**config.mk**
```make
export PLATFORM = sky130hd
export DESIGN_NAME = text_visualize_line_number_core
export DESIGN_NICKNAME = d
export VERILOG_FILES = /design/src/rtl/tvln_pkg.sv /design/src/rtl/tvln_front.sv /design/src/rtl/tvln_queue.sv /design/src/rtl/tvln_back.sv /design/src/rtl/text_visualize_line_number_core.sv
export SDC_FILE = /design/constraint.sdc
export NUM_CORES = 1
export LEC_CHECK = 0
export BUFFER_PORTS_ARGS = -buffer_cell sky130_fd_sc_hd__buf_2
export CAP_MARGIN = 15
export CELL_PAD_IN_SITES_DETAIL_PLACEMENT = 1
export CELL_PAD_IN_SITES_GLOBAL_PLACEMENT = 2
export CORE_MARGIN = 4
export CORE_UTILIZATION = 43
export CTS_CLUSTER_DIAMETER = 200
export DETAILED_ROUTE_END_ITERATION = 10
export PLACE_DENSITY_LB_ADDON = 0.1
export SLEW_MARGIN = 0
export SYNTH_ARGS = -nofsm -noshare
export SYNTH_HDL_FRONTEND = slang
export SYNTH_SLANG_ARGS = --single-unit
```
**constraint.sdc**
```tcl
create_clock -name i_clk -period 5.38 [get_ports i_clk]
set_input_delay 1.076 -clock i_clk [delete_from_list [all_inputs] [get_ports i_clk]]
set_output_delay 1.076 -clock i_clk [all_outputs]
set_load 0.05 [all_outputs]
```
**src/rtl/tvln_pkg.sv**
```systemverilog
`default_nettype none

package tvln_pkg;

    localparam int NUMBER_DIGITS_DEF = 6;
    localparam int QUEUE_DEPTH_DEF   = 2;
    localparam int CFG_IDX_W         = 3;
    localparam int CFG_DATA_W        = 1;
    localparam int BODY_MAX          = 4;

    // character codes
    localparam logic [7:0] CH_NL     = 8'h0A;
    localparam logic [7:0] CH_TAB    = 8'h09;
    localparam logic [7:0] CH_DEL    = 8'h7F;
    localparam logic [7:0] CH_CTRL   = 8'h40;
    localparam logic [7:0] CH_SPACE  = 8'h20;
    localparam logic [7:0] CH_DOLLAR = 8'h24;
    localparam logic [7:0] CH_CARET  = 8'h5E;
    localparam logic [7:0] CH_M      = 8'h4D;
    localparam logic [7:0] CH_DASH   = 8'h2D;
    localparam logic [7:0] CH_I      = 8'h49;
    localparam logic [7:0] CH_QMARK  = 8'h3F;
    localparam logic [7:0] CH_ZERO   = 8'h30;
    localparam logic [7:0] CH_HI_NL  = 8'h8A;

    typedef enum logic [CFG_IDX_W-1:0] {
        CFG_NUMBER_LINES    = 3'd0,
        CFG_NUMBER_NONBLANK = 3'd1,
        CFG_SHOW_ENDS       = 3'd2,
        CFG_SQUEEZE_BLANK   = 3'd3,
        CFG_SHOW_TABS       = 3'd4,
        CFG_SHOW_NONPRINT   = 3'd5
    } t_cfg_idx;

    typedef struct packed {
        logic number_lines;
        logic number_nonblank_only;
        logic show_ends;
        logic squeeze_blank;
        logic show_tabs;
        logic show_nonprinting;
    } t_cfg;

    typedef struct packed {
        logic [7:0] in_byte;
        logic       first_of_file;
    } t_in;

    typedef struct packed {
        logic [7:0] out_byte;
        logic       last_of_run;
    } t_out;

    typedef enum logic [1:0] {
        PFX_NONE,
        PFX_NUMBER,
        PFX_BLANK
    } t_pfx;

    // one classified item; the line number digits travel next to it
    typedef struct packed {
        t_pfx                      pfx;
        logic [BODY_MAX-1:0][7:0]  body;
        logic [2:0]                body_len;
    } t_desc;

endpackage

`default_nettype wire

```
**src/rtl/tvln_front.sv**
```systemverilog
`default_nettype none

module tvln_front import tvln_pkg::*; #(
    parameter int NUMBER_DIGITS = NUMBER_DIGITS_DEF
) (
    input  wire                       i_clk,
    input  wire                       i_rst_n,
    input  t_cfg                      i_cfg,
    input  wire                       i_valid,
    input  t_in                       i_data,
    input  wire                       i_full,
    output logic                      o_stall,
    output logic                      o_push,
    output t_desc                     o_desc,
    output logic [4*NUMBER_DIGITS-1:0] o_digits
);

    localparam int CW = 4 * NUMBER_DIGITS;

    logic          r_at_line_start, n_at_line_start;
    logic          r_blank_gobbled, n_blank_gobbled;
    logic [CW-1:0] r_count, n_count;

    logic          accept;
    logic          als, bg;
    logic [CW-1:0] cnt, cnt_inc;
    logic [7:0]    ch;
    logic [6:0]    c7;
    logic          is_nl, is_tab, squeezed, do_num, do_blank, all_nines, carry;
    logic [3:0]    d;

    assign o_stall = i_full;
    assign accept  = i_valid && !i_full;

    assign ch     = i_data.in_byte;
    assign c7     = ch[6:0];
    assign is_nl  = (ch == CH_NL);
    assign is_tab = (ch == CH_TAB);

    // a new file restarts line state before this byte
    assign als = i_data.first_of_file ? 1'b1 : r_at_line_start;
    assign bg  = i_data.first_of_file ? 1'b0 : r_blank_gobbled;
    assign cnt = i_data.first_of_file ? '0 : r_count;

    assign squeezed = als && i_cfg.squeeze_blank && is_nl && bg;
    assign do_num   = als && !squeezed && i_cfg.number_lines &&
                      (!i_cfg.number_nonblank_only || !is_nl);
    assign do_blank = als && i_cfg.number_lines && i_cfg.number_nonblank_only &&
                      is_nl && i_cfg.show_ends;

    // BCD increment, holding at all nines
    always_comb begin
        cnt_inc   = cnt;
        all_nines = 1'b1;
        carry     = 1'b1;
        d         = '0;
        for (int i = 0; i < NUMBER_DIGITS; i++) begin
            d = cnt[4*i +: 4];
            if (d != 4'd9) all_nines = 1'b0;
            if (carry) begin
                if (d == 4'd9) begin
                    cnt_inc[4*i +: 4] = 4'd0;
                end else begin
                    cnt_inc[4*i +: 4] = d + 4'd1;
                    carry = 1'b0;
                end
            end
        end
        if (all_nines) cnt_inc = cnt;
    end

    always_comb begin
        n_count         = do_num ? cnt_inc : cnt;
        n_blank_gobbled = als && i_cfg.squeeze_blank && is_nl;
        // line start follows the byte after the high bit is stripped
        n_at_line_start = is_nl || (i_cfg.show_nonprinting && ch == CH_HI_NL);
    end

    always_comb begin
        o_desc          = '0;
        o_desc.pfx      = do_num ? PFX_NUMBER : (do_blank ? PFX_BLANK : PFX_NONE);
        o_desc.body[0]  = ch;
        o_desc.body_len = 3'd1;
        if (is_nl) begin
            if (i_cfg.show_ends) begin
                o_desc.body[0]  = CH_DOLLAR;
                o_desc.body[1]  = CH_NL;
                o_desc.body_len = 3'd2;
            end
        end else if (is_tab) begin
            if (i_cfg.show_tabs) begin
                o_desc.body[0]  = CH_CARET;
                o_desc.body[1]  = CH_I;
                o_desc.body_len = 3'd2;
            end
        end else if (i_cfg.show_nonprinting) begin
            if (c7 < 7'h20 || c7 == CH_DEL[6:0]) begin
                if (ch[7]) begin
                    o_desc.body[0]  = CH_M;
                    o_desc.body[1]  = CH_DASH;
                    o_desc.body[2]  = CH_CARET;
                    o_desc.body[3]  = (c7 == CH_DEL[6:0]) ? CH_QMARK : ({1'b0, c7} | CH_CTRL);
                    o_desc.body_len = 3'd4;
                end else begin
                    o_desc.body[0]  = CH_CARET;
                    o_desc.body[1]  = (c7 == CH_DEL[6:0]) ? CH_QMARK : ({1'b0, c7} | CH_CTRL);
                    o_desc.body_len = 3'd2;
                end
            end else if (ch[7]) begin
                o_desc.body[0]  = CH_M;
                o_desc.body[1]  = CH_DASH;
                o_desc.body[2]  = {1'b0, c7};
                o_desc.body_len = 3'd3;
            end
        end
    end

    assign o_digits = n_count;
    assign o_push   = accept && !squeezed;

    always_ff @(posedge i_clk) begin
        if (!i_rst_n) begin
            r_at_line_start <= 1'b1;
            r_blank_gobbled <= 1'b0;
            r_count         <= '0;
        end else if (accept) begin
            r_at_line_start <= n_at_line_start;
            r_blank_gobbled <= n_blank_gobbled;
            r_count         <= n_count;
        end
    end

endmodule

`default_nettype wire

```
**src/rtl/tvln_queue.sv**
```systemverilog
`default_nettype none

module tvln_queue import tvln_pkg::*; #(
    parameter int WIDTH = 8,
    parameter int DEPTH = QUEUE_DEPTH_DEF
) (
    input  wire              i_clk,
    input  wire              i_rst_n,
    input  wire              i_push,
    input  wire [WIDTH-1:0]  i_wdata,
    input  wire              i_pop,
    output logic             o_full,
    output logic             o_valid,
    output logic [WIDTH-1:0] o_rdata
);

    localparam int AW = (DEPTH > 1) ? $clog2(DEPTH) : 1;
    localparam int NW = $clog2(DEPTH + 1);
    localparam logic [AW-1:0] LAST = AW'(DEPTH - 1);
    localparam logic [NW-1:0] FULL = NW'(DEPTH);

    logic [WIDTH-1:0] r_mem [DEPTH];
    logic [AW-1:0]    r_wr, r_rd;
    logic [NW-1:0]    r_cnt;
    logic             do_push, do_pop;

    assign o_full  = (r_cnt == FULL);
    assign o_valid = (r_cnt != '0);
    assign o_rdata = r_mem[r_rd];
    assign do_push = i_push && !o_full;
    assign do_pop  = i_pop && o_valid;

    always_ff @(posedge i_clk) begin
        if (do_push) r_mem[r_wr] <= i_wdata;
    end

    always_ff @(posedge i_clk) begin
        if (!i_rst_n) begin
            r_wr  <= '0;
            r_rd  <= '0;
            r_cnt <= '0;
        end else begin
            if (do_push) r_wr <= (r_wr == LAST) ? '0 : r_wr + 1'b1;
            if (do_pop)  r_rd <= (r_rd == LAST) ? '0 : r_rd + 1'b1;
            if (do_push && !do_pop)      r_cnt <= r_cnt + 1'b1;
            else if (do_pop && !do_push) r_cnt <= r_cnt - 1'b1;
        end
    end

endmodule

`default_nettype wire

```
**src/rtl/tvln_back.sv**
```systemverilog
`default_nettype none

module tvln_back import tvln_pkg::*; #(
    parameter int NUMBER_DIGITS = NUMBER_DIGITS_DEF
) (
    input  wire                        i_clk,
    input  wire                        i_rst_n,
    input  wire                        i_q_valid,
    input  t_desc                      i_desc,
    input  wire [4*NUMBER_DIGITS-1:0]  i_digits,
    output logic                       o_pop,
    output logic                       o_valid,
    output t_out                       o_data,
    input  wire                        i_stall
);

    localparam int PW = (NUMBER_DIGITS + 1 > BODY_MAX) ? $clog2(NUMBER_DIGITS + 1)
                                                       : $clog2(BODY_MAX);
    localparam int LW = (PW > 3) ? PW : 3;
    localparam int DW = (NUMBER_DIGITS > 1) ? $clog2(NUMBER_DIGITS) : 1;
    localparam logic [PW-1:0] POS_TAB = PW'(NUMBER_DIGITS);
    localparam logic [PW-1:0] TOP_DIG = PW'(NUMBER_DIGITS - 1);

    logic [PW-1:0] r_pos;
    logic          r_in_body;
    logic          r_seen;
    logic          r_ovalid;
    logic [7:0]    r_obyte;
    logic          r_olast;

    logic          in_body, load, last;
    logic [PW-1:0] di_full;
    logic [DW-1:0] di;
    logic [3:0]    d;
    logic [7:0]    nxt_byte;

    assign in_body = r_in_body || (i_desc.pfx == PFX_NONE);
    assign load    = i_q_valid && (!r_ovalid || !i_stall);
    assign di_full = TOP_DIG - r_pos;
    assign di      = di_full[DW-1:0];
    assign d       = i_digits[4*di +: 4];

    always_comb begin
        nxt_byte = CH_SPACE;
        last     = 1'b0;
        if (in_body) begin
            nxt_byte = i_desc.body[r_pos[1:0]];
            last     = (LW'(i_desc.body_len) == LW'(r_pos) + 1'b1);
        end else if (r_pos == POS_TAB) begin
            nxt_byte = CH_TAB;
        end else begin
            case (i_desc.pfx)
                PFX_NUMBER: begin
                    // blank leading zeros, but always show the units digit
                    if (d != 4'd0 || r_seen || di_full == '0) nxt_byte = CH_ZERO | {4'd0, d};
                    else                                     nxt_byte = CH_SPACE;
                end
                default: nxt_byte = CH_SPACE;
            endcase
        end
    end

    assign o_pop = load && last;

    always_ff @(posedge i_clk) begin
        if (!i_rst_n) begin
            r_pos     <= '0;
            r_in_body <= 1'b0;
            r_seen    <= 1'b0;
        end else if (load) begin
            if (last) begin
                r_pos     <= '0;
                r_in_body <= 1'b0;
                r_seen    <= 1'b0;
            end else if (!in_body && r_pos == POS_TAB) begin
                r_pos     <= '0;
                r_in_body <= 1'b1;
            end else begin
                r_pos <= r_pos + 1'b1;
                if (!in_body && d != 4'd0) r_seen <= 1'b1;
            end
        end
    end

    // output register: take the next byte when the register is empty or the current one is taken
    always_ff @(posedge i_clk) begin
        if (!i_rst_n) begin
            r_ovalid <= 1'b0;
        end else if (load) begin
            r_ovalid <= 1'b1;
        end else if (!i_stall) begin
            r_ovalid <= 1'b0;
        end
    end

    always_ff @(posedge i_clk) begin
        if (load) begin
            r_obyte <= nxt_byte;
            r_olast <= last;
        end
    end

    assign o_valid            = r_ovalid;
    assign o_data.out_byte    = r_obyte;
    assign o_data.last_of_run = r_olast;

endmodule

`default_nettype wire

```
**src/rtl/text_visualize_line_number_core.sv**
```systemverilog
// The first output byte of an item is registered in the item queue and then in the output register.
// The back end sends one output byte per cycle while the output is not stalled; an item that
// expands to N bytes (1 to NUMBER_DIGITS+5) holds it for all N, so single-byte items flow one per cycle.
// The input stalls only while the item queue between front and back end is full.
// Reset (synchronous, active low): options cleared, line start set, counter zero, queue empty.
`default_nettype none

module text_visualize_line_number_core import tvln_pkg::*; #(
    parameter int NUMBER_DIGITS = NUMBER_DIGITS_DEF,
    parameter int QUEUE_DEPTH   = QUEUE_DEPTH_DEF
) (
    input  wire                   i_clk,
    input  wire                   i_rst_n,
    input  wire                   i_cfg_we,
    input  wire [CFG_IDX_W-1:0]   i_cfg_idx,
    input  wire [CFG_DATA_W-1:0]  i_cfg_data,
    input  wire                   i_valid,
    input  t_in                   i_data,
    output logic                  o_stall,
    output logic                  o_valid,
    output t_out                  o_data,
    input  wire                   i_stall
);

    localparam int CW = 4 * NUMBER_DIGITS;
    localparam int QW = $bits(t_desc) + CW;

    t_cfg          r_cfg;
    logic          q_full, q_valid, push, pop;
    t_desc         f_desc, b_desc;
    logic [CW-1:0] f_digits, b_digits;
    logic [QW-1:0] q_rdata;

    always_ff @(posedge i_clk) begin
        if (!i_rst_n) begin
            r_cfg <= '0;
        end else if (i_cfg_we) begin
            case (t_cfg_idx'(i_cfg_idx))
                CFG_NUMBER_LINES:    r_cfg.number_lines         <= i_cfg_data[0];
                CFG_NUMBER_NONBLANK: r_cfg.number_nonblank_only <= i_cfg_data[0];
                CFG_SHOW_ENDS:       r_cfg.show_ends            <= i_cfg_data[0];
                CFG_SQUEEZE_BLANK:   r_cfg.squeeze_blank        <= i_cfg_data[0];
                CFG_SHOW_TABS:       r_cfg.show_tabs            <= i_cfg_data[0];
                CFG_SHOW_NONPRINT:   r_cfg.show_nonprinting     <= i_cfg_data[0];
                default: ;
            endcase
        end
    end

    tvln_front #(
        .NUMBER_DIGITS(NUMBER_DIGITS)
    ) u_front (
        .i_clk    (i_clk),
        .i_rst_n  (i_rst_n),
        .i_cfg    (r_cfg),
        .i_valid  (i_valid),
        .i_data   (i_data),
        .i_full   (q_full),
        .o_stall  (o_stall),
        .o_push   (push),
        .o_desc   (f_desc),
        .o_digits (f_digits)
    );

    tvln_queue #(
        .WIDTH(QW),
        .DEPTH(QUEUE_DEPTH)
    ) u_queue (
        .i_clk   (i_clk),
        .i_rst_n (i_rst_n),
        .i_push  (push),
        .i_wdata ({f_desc, f_digits}),
        .i_pop   (pop),
        .o_full  (q_full),
        .o_valid (q_valid),
        .o_rdata (q_rdata)
    );

    assign b_desc   = t_desc'(q_rdata[QW-1:CW]);
    assign b_digits = q_rdata[CW-1:0];

    tvln_back #(
        .NUMBER_DIGITS(NUMBER_DIGITS)
    ) u_back (
        .i_clk     (i_clk),
        .i_rst_n   (i_rst_n),
        .i_q_valid (q_valid),
        .i_desc    (b_desc),
        .i_digits  (b_digits),
        .o_pop     (pop),
        .o_valid   (o_valid),
        .o_data    (o_data),
        .i_stall   (i_stall)
    );

endmodule

`default_nettype wire

```
==> results.md, run 1 <==
* Global-route wire length before repair at 32600 µm
* Netlist cell types at 73
* Mux contribution to synthesized area at 9.12%
* Fin crit share at 65.6%
* Sequential area share after synthesis at 57.9%
* Hold buffers post-CTS at 0
* Crit-path cells: buf_2 -> nor4b_2 -> and2_1 -> nand2_1 -> o31ai_1 -> inv_1 -> ha_1 -> or3_1 -> a21oi_1
* Post-CTS sizing at 0
* Non-filler instance count after layout at 924
* Mapped Nets at 686
* WS Path Type: input pin to flip-flop
* FILL cells at 1894
* Slew HR at 33.9%
* Worst skew pair latency at 430 ps
* Xor/xnor share of the synthesized area at 1.54%
* Antenna violations before repair at 0
* Total Power at 3.86 mW
* Total core area at 18100 µm²
* Utilization after layout at 49.2%
* Hold Path Stages at 2
* Drt pass-1 iters at 7
* Largest net degree at the start of global routing at 39
* R2R depth at 8
* Drt wl/cell at 21.7 µm
* Final instance area at 8900 µm²
* Final hold violation count at 0
* Post-placement cell count at 891
* Reg clk slew, reported paths at 70 ps
* Port bufs at 28
* Vias in the first global route at 5680
* Antenna Violating Nets Remaining at 0
* GRT overflow at 0
* Remaining DRCs at 0
* Met3 wire length at 1020 µm
* Worst VDD drop at 0.211 mV
* Compound-Gate Fraction of Synth Area at 9.42%
* Status: finished clean
* CTS tree: built
* Slew Viols, Final at 0
* Async SR Flop Fraction at 0%
* Die area at 20800 µm²
* Main combinational cell family by area after synthesis: simple AND/OR/NAND/NOR gates
* Commonest non-fill, non-tap cells in the layout: edfxtp_1 (125), nand2_1 (66), nor2_1 (53)
* PwrDens at 433 nW/µm²
* Via count at 5435
* Nets@finish at 705
* Clock root buffer: clkbuf_16
* Unrepaired setup endpoints after global routing: no
* Worst EP required at 5750 ps
* HPWL after DPL at 14400 µm
* CTS Sinks at 168
* I/O Pins at 29
* WHS at 479 ps
* Crit Path Max Fanout at 7
* Die width at 144 µm
* Setup Skew at 9.31 ps
* Global placement routability congestion at 0.851
* Starting density of the core at 44.1%
* Crit start category: input pin
* Setup ws final at 1850 ps
* M1 WL at 9730 µm
* Measured slew at the worst slew-check pin at 984 ps
* Top layer used by detailed routing: met4
* Post-CTS Setup Bufs at 0
* Setup TNS Final at 0 ps
* Critical path capture point type: flip-flop
* Synth Area per Inst at 12.0 µm²
* Commonest non-fill, non-tap cell in the layout: edfxtp_1
* Clk buf depth at 2
* Critical Path Start: i_data[3]
* DIE HEIGHT at 144 µm
* DRT iter0 DRCs at 393
* ANT cells at 0
* Cts bufs inserted at 17
* Critical path's largest stage delay at 800 ps
* HP Start: u_back.o_valid
* Post-Route WL at 20100 µm
* Met2 WL at 9100 µm
* Synth Cell Area at 7970 µm²
* Setup Viol. Count Final at 0
* DP Worst Slack at 1440 ps
* Yosys reg bits at 168
* Post-Syn Instances at 663
* Number of enable flip-flop cells after synthesis at 125
* Worst min path class: flip-flop to flip-flop
* Slowest CP cell: o31ai_1
* Routed vias/inst at 5.88
* Synth warn at 0
* Area grow syn2layout at 11.6%
* Synth Flop Type: edfxtp_1
* R2R Path Start: u_back.r_pos[0]
* WP data arrival at 3890 ps
* Gr usage total at 20.8%
* Synth Area in Adders at 0.785%
* Row Count at 49
* Leak at 3.05 nW
* Simple-Gate Fraction of Synth Area at 18.3%
* Placed Area at 8300 µm²
* Fmax at 283 MHz
* H-Tree Depth at 4
* Maxcap violations at 0
* Fin crit period at 3530 ps
* Share of layout cells above drive strength 1 at 16.8%
sequential cells by signal, indices dropped and copies added, names as in the netlist, named ones only:
signal                   cells
u_front.r_count             24
u_queue.r_rd                 1
u_queue.r_mem              116
u_front.r_at_line_start      1
u_queue.r_wr                 1
u_back.r_pos                 3
u_back.r_olast               1
u_front.r_blank_gobbled      1
u_back.r_seen                1
u_back.r_obyte               8
u_back.o_valid               1
r_cfg                        6
u_back.r_in_body             1
u_queue.r_cnt                2
power breakdown:
part / internal, mW / switching (mW) / leakage, nW
Clock: 0.619 / 0.566 / 0.288
Sequential: 1.65 / 0.115 / 1.55
Combinational: 0.308 / 0.596 / 1.20
Total: 2.58 / 1.28 / 3.05
area by class of cell:
class	count	area, µm²	share of cell area, %
repair buffers	35	213	2.39
multi-input cells	441	3140	35.2
clock buffers	17	425	4.78
flip-flops and latches	168	4620	51.9
inverters	19	71.3	0.801
well taps	229	287	3.22
clock inverters	15	151	1.70
cell usage after synthesis, types with 6 or more instances:
master      n  area share, %
nor3_1     15           0.94
edfxtp_1  125             47
a21oi_1    32            2.0
or3_1       8           0.63
nor2b_1    13            1.0
a31oi_1    19            1.5
and2_1     14            1.1
buf_2       9           0.56
xnor2_1     7           0.77
nand4_1    11           0.86
dfxtp_1    43             11
nor3b_1     6           0.56
mux2i_1    13            1.6
o21ai_0    27            1.7
clkbuf_1   21           0.99
nor2_1     55            2.6
mux4_2     26            7.3
xor2_1      7           0.77
nand2_1    66            3.1
inv_1      16           0.75
nand3_1    25            1.6
nand2b_1    8           0.63
path summary, 6_finish.rpt:
| check | slack (ps) | end |
|---|---|---|
| setup / recovery | 1850 | u_queue.r_cnt[1] |
| hold / removal | 480 | u_back.o_valid |
| setup reg to reg | 2090 | u_queue.r_cnt[1] |
| hold reg to reg | 480 | u_back.o_valid |
routing by layer:
metal | up-vias | track usage [%]
li1 | 2561 | -
met1 | 2727 | 31.4
met2 | 125 | 31.3
met3 | 22 | 3.70
met4 | 0 | 5.11
met5 | - | 0
logic make-up (layout without fill, tap and decap cells):
logic type / Yosys count / count (layout)
flops: 168 / 168
mux: 40 / 40
compound gates: 118 / 118
fa+ha+maj: 5 / 5
xor+xnor: 14 / 14
buf+inv: 54 / 86
simple gates: 264 / 264
worst max-delay path: cells and delay by family:
kind,cells,cell delay (ps)
AO/OA/AOI/OAI,2,940
AND/OR/NAND/NOR,4,1260
adder cells (fa/ha/maj),1,360
buffers and inverters,2,260
(Power assumes the default switching activity.)
==> run 2: changes to the inputs <==
clock period = 3.5 ns   (was 5.38 ns; I/O delays follow)
==> run 2 against run 1 <==
  * Non-clock buffer count is 9 higher
  * Setup slack got worse by 1400 ps
  * First-iteration DRC count shrank 3.8%
  * Clock skew is 3.0 ps higher
  * Global-route usage fell by 0.19 points
  * Power up 60%
  * Sequential share of layout area decreased by 0.71 points
  * Hold slack better by 4.1 ps
  * Highest routed layer unchanged
  * Largest cell class unchanged
  * Die area unchanged
  * Sequential power is 52% higher
  * Critical path depth down 1
  * Via count rose by 0.72%
==> results.md, run 2 (same netlist as run 1, synthesis figures left out) <==
* Sequential share of power at 43.6% (-2.3 points)
* DIE HEIGHT at 144 µm (unchanged)
* Post-Route WL at 20200 µm (+0.92%)
* Remaining DRCs at 0 (unchanged)
* Post-CTS Setup Bufs at 0 (unchanged)
* Status: finished clean
* WS Path Type: flip-flop to flip-flop
* ANT cells at 0 (unchanged)
* CTS Sinks at 168 (unchanged)
* Row Count at 49 (unchanged)
* Global-route wire length before repair at 32200 µm (-1.1%)
* Largest Register: u_queue.r_mem
* Cts bufs inserted at 17 (unchanged)
* Largest register FFs at 116 (unchanged)
* HPWL after DPL at 14600 µm (+1.2%)
* Hold Path Stages at 2 (unchanged)
* Worst VDD drop at 0.370 mV (+75%)
* Setup ws final at 414 ps (-1440 ps)
* Nets@finish at 714 (+1.3%)
* Switching power at 1.92 mW (+50%)
* DP Worst Slack at 280 ps (-1160 ps)
* Worst R2R End: u_queue.r_cnt[1]
* Met2 WL at 9170 µm (+0.85%)
* Setup Viol. Count Final at 0 (unchanged)
* Worst min path class: flip-flop to flip-flop
* Largest net degree at the start of global routing at 42 (+7.7%)
* Hold endpoint: u_back.r_seen
* Total Power at 6.16 mW (+60%)
* FILL cells at 1842 (-2.7%)
* Commonest non-fill, non-tap cell in the layout: edfxtp_1
* PwrDens at 683 nW/µm² (+58%)
* Crit Path Max Fanout at 12 (+5)
* Clock root buffer: clkbuf_16
* Global placement routability congestion at 0.890 (+4.6%)
* Vias in the first global route at 5654 (-0.46%)
* R2R depth at 8 (unchanged)
* Routed vias/inst at 5.87 (-0.25%)
* Worst EP required at 3850 ps (-1900 ps)
* Measured slew at the worst slew-check pin at 1070 ps (+83.9 ps)
* Clk buf depth at 2 (unchanged)
* Fmax at 324 MHz
* Crit start category: flip-flop
* HP Start: u_back.r_seen
* Final hold violation count at 0 (unchanged)
* Regs by FF count: u_queue.r_mem (116), u_front.r_count (24), u_back.r_obyte (8)
* Utilization after layout at 49.9% (+0.68 points)
* Slew HR at 28.7% (-5.2 points)
* Post-CTS sizing at 0 (unchanged)
* Area grow syn2layout at 13.2%
* Met3 wire length at 765 µm (-25%)
* Hold buffers post-CTS at 0 (unchanged)
* Antenna violations before repair at 0 (unchanged)
* Reg clk slew, reported paths at 70 ps (about the same)
* Unrepaired setup endpoints after global routing: no
* Setup Skew at 12.3 ps (+2.98 ps)
* DRT iter0 DRCs at 378 (-3.8%)
* Commonest non-fill, non-tap cells in the layout: edfxtp_1 (125), nand2_1 (66), nor2_1 (53)
* H-Tree Depth at 4 (unchanged)
* Die width at 144 µm (unchanged)
* Sequential cell area at 4620 µm² (unchanged)
* Fin crit share at 88.2%
* Gr usage total at 20.6% (-0.19 points)
* Multi-input gate area at 3140 µm² (unchanged)
* Drt wl/cell at 21.7 µm (about the same)
* Maxcap violations at 0 (unchanged)
* Share of layout cells above drive strength 1 at 17.9% (+1.1 points)
* Port bufs at 28 (unchanged)
* I/O Pins at 29 (unchanged)
* GRT overflow at 0 (unchanged)
* Via count at 5474 (+0.72%)
* Top layer used by detailed routing: met4
* Drt pass-1 iters at 6 (-1)
* Net Sw Frac at 31.1% (-2.0 points)
* Leak at 3.11 nW (+2.0%)
* Critical path capture point type: flip-flop
* CTS tree: built
* Die area at 20800 µm² (unchanged)
* Reg-to-reg slack, setup at 410 ps (-1680 ps)
* Clock power frac at 32.8% (+2.1 points)
* Total core area at 18100 µm² (unchanged)
* Slew Viols, Final at 0 (unchanged)
* WP data arrival at 3440 ps (-450 ps)
* Combinational power share at 23.6% (+0.2 points)
* Starting density of the core at 44.1% (unchanged)
* R2R Path Start: u_back.r_pos[1]
* Fin crit period at 3090 ps
* M1 WL at 10100 µm (+3.6%)
* Worst skew pair latency at 430 ps (about the same)
* Antenna Violating Nets Remaining at 0 (unchanged)
* Int Pwr at 4.25 mW (+65%)
-- run 2: changes by cell type in the layout (fill, tap and decap cells not counted) --
| cell | previous run | this run |
|---|---|---|
| buf_12 | 0 | 1 |
| inv_6 | 4 | 3 |
| buf_16 | 1 | 0 |
| bufinv_16 | 0 | 4 |
| clkinv_8 | 2 | 0 |
| clkinv_4 | 2 | 3 |
| buf_4 | 6 | 15 |
| clkinv_2 | 2 | 1 |
| inv_8 | 5 | 2 |
| clkinvlp_4 | 0 | 2 |
-- run 2: layout make-up --
| class | count | area share, % |
|---|---|---|
| sequential | 168 | 51.2 |
| multi-input combinational | 441 | 34.8 |
| clock buffer | 17 | 4.71 |
| tap | 229 | 3.18 |
| timing repair buffer | 44 | 3.02 |
| clock inverter | 15 | 2.38 |
| inverter | 19 | 0.790 |
-- run 2: worst max path at each step --
| stage | from | cells after the start | slack (ps) | to |
|---|---|---|---|---|
| floorplan | i_data[1] | 6 | -880 | u_queue.r_mem[0][0] |
| global placement | i_data[2] | 8 | 340 | u_queue.r_mem[0][23] |
| detailed placement | i_data[2] | 8 | 280 | u_queue.r_mem[0][19] |
| CTS | u_back.r_pos[1] | 8 | 410 | u_queue.r_cnt[1] |
| global route | flip-flop | 7 | 120 | u_queue.r_cnt[1] |
| finish | u_back.r_pos[1] | 8 | 410 | u_queue.r_cnt[1] |
-- run 2: through the flow --
stage / hold WS (ps) / instances / TNS (ps) / instance area, µm²
detailed placement: 472 / 901 / 0 / 8380
finish: 483 / 933 / 0 / 9020
global route: 525 / 933 / 0 / 9020
CTS: 483 / 933 / 0 / 9020
floorplan: 433 / 663 / -102140 / 7970
global placement: 454 / 901 / 0 / 8380
-- run 2: worst max-delay path, cell delays in order, from the launching register on --
cell and delay, ps:
dfxtp_1 610, inv_2 210, ha_1 380, xor2_1 180
nor4_2 490, nand2_1 240, ha_1 380, or3_1 380
a21oi_1 140
-- run 2: per-layer routing --
| layer | up-vias | track usage [%] |
|---|---|---|
| met2 | 111 | 30.9 |
| met4 | 0 | 4.76 |
| met5 | - | 0 |
| met1 | 2781 | 31.3 |
| li1 | 2567 | - |
| met3 | 15 | 3.74 |
-- run 2: power by group through the flow --
stage	clock network [mW]	logic [mW]	registers (mW)
floorplan	0	0.876	2.87
global placement	0	1.44	2.70
detailed placement	0	1.47	2.74
CTS	2.06	1.47	2.69
global route	2.17	1.58	2.72
finish	2.02	1.46	2.69
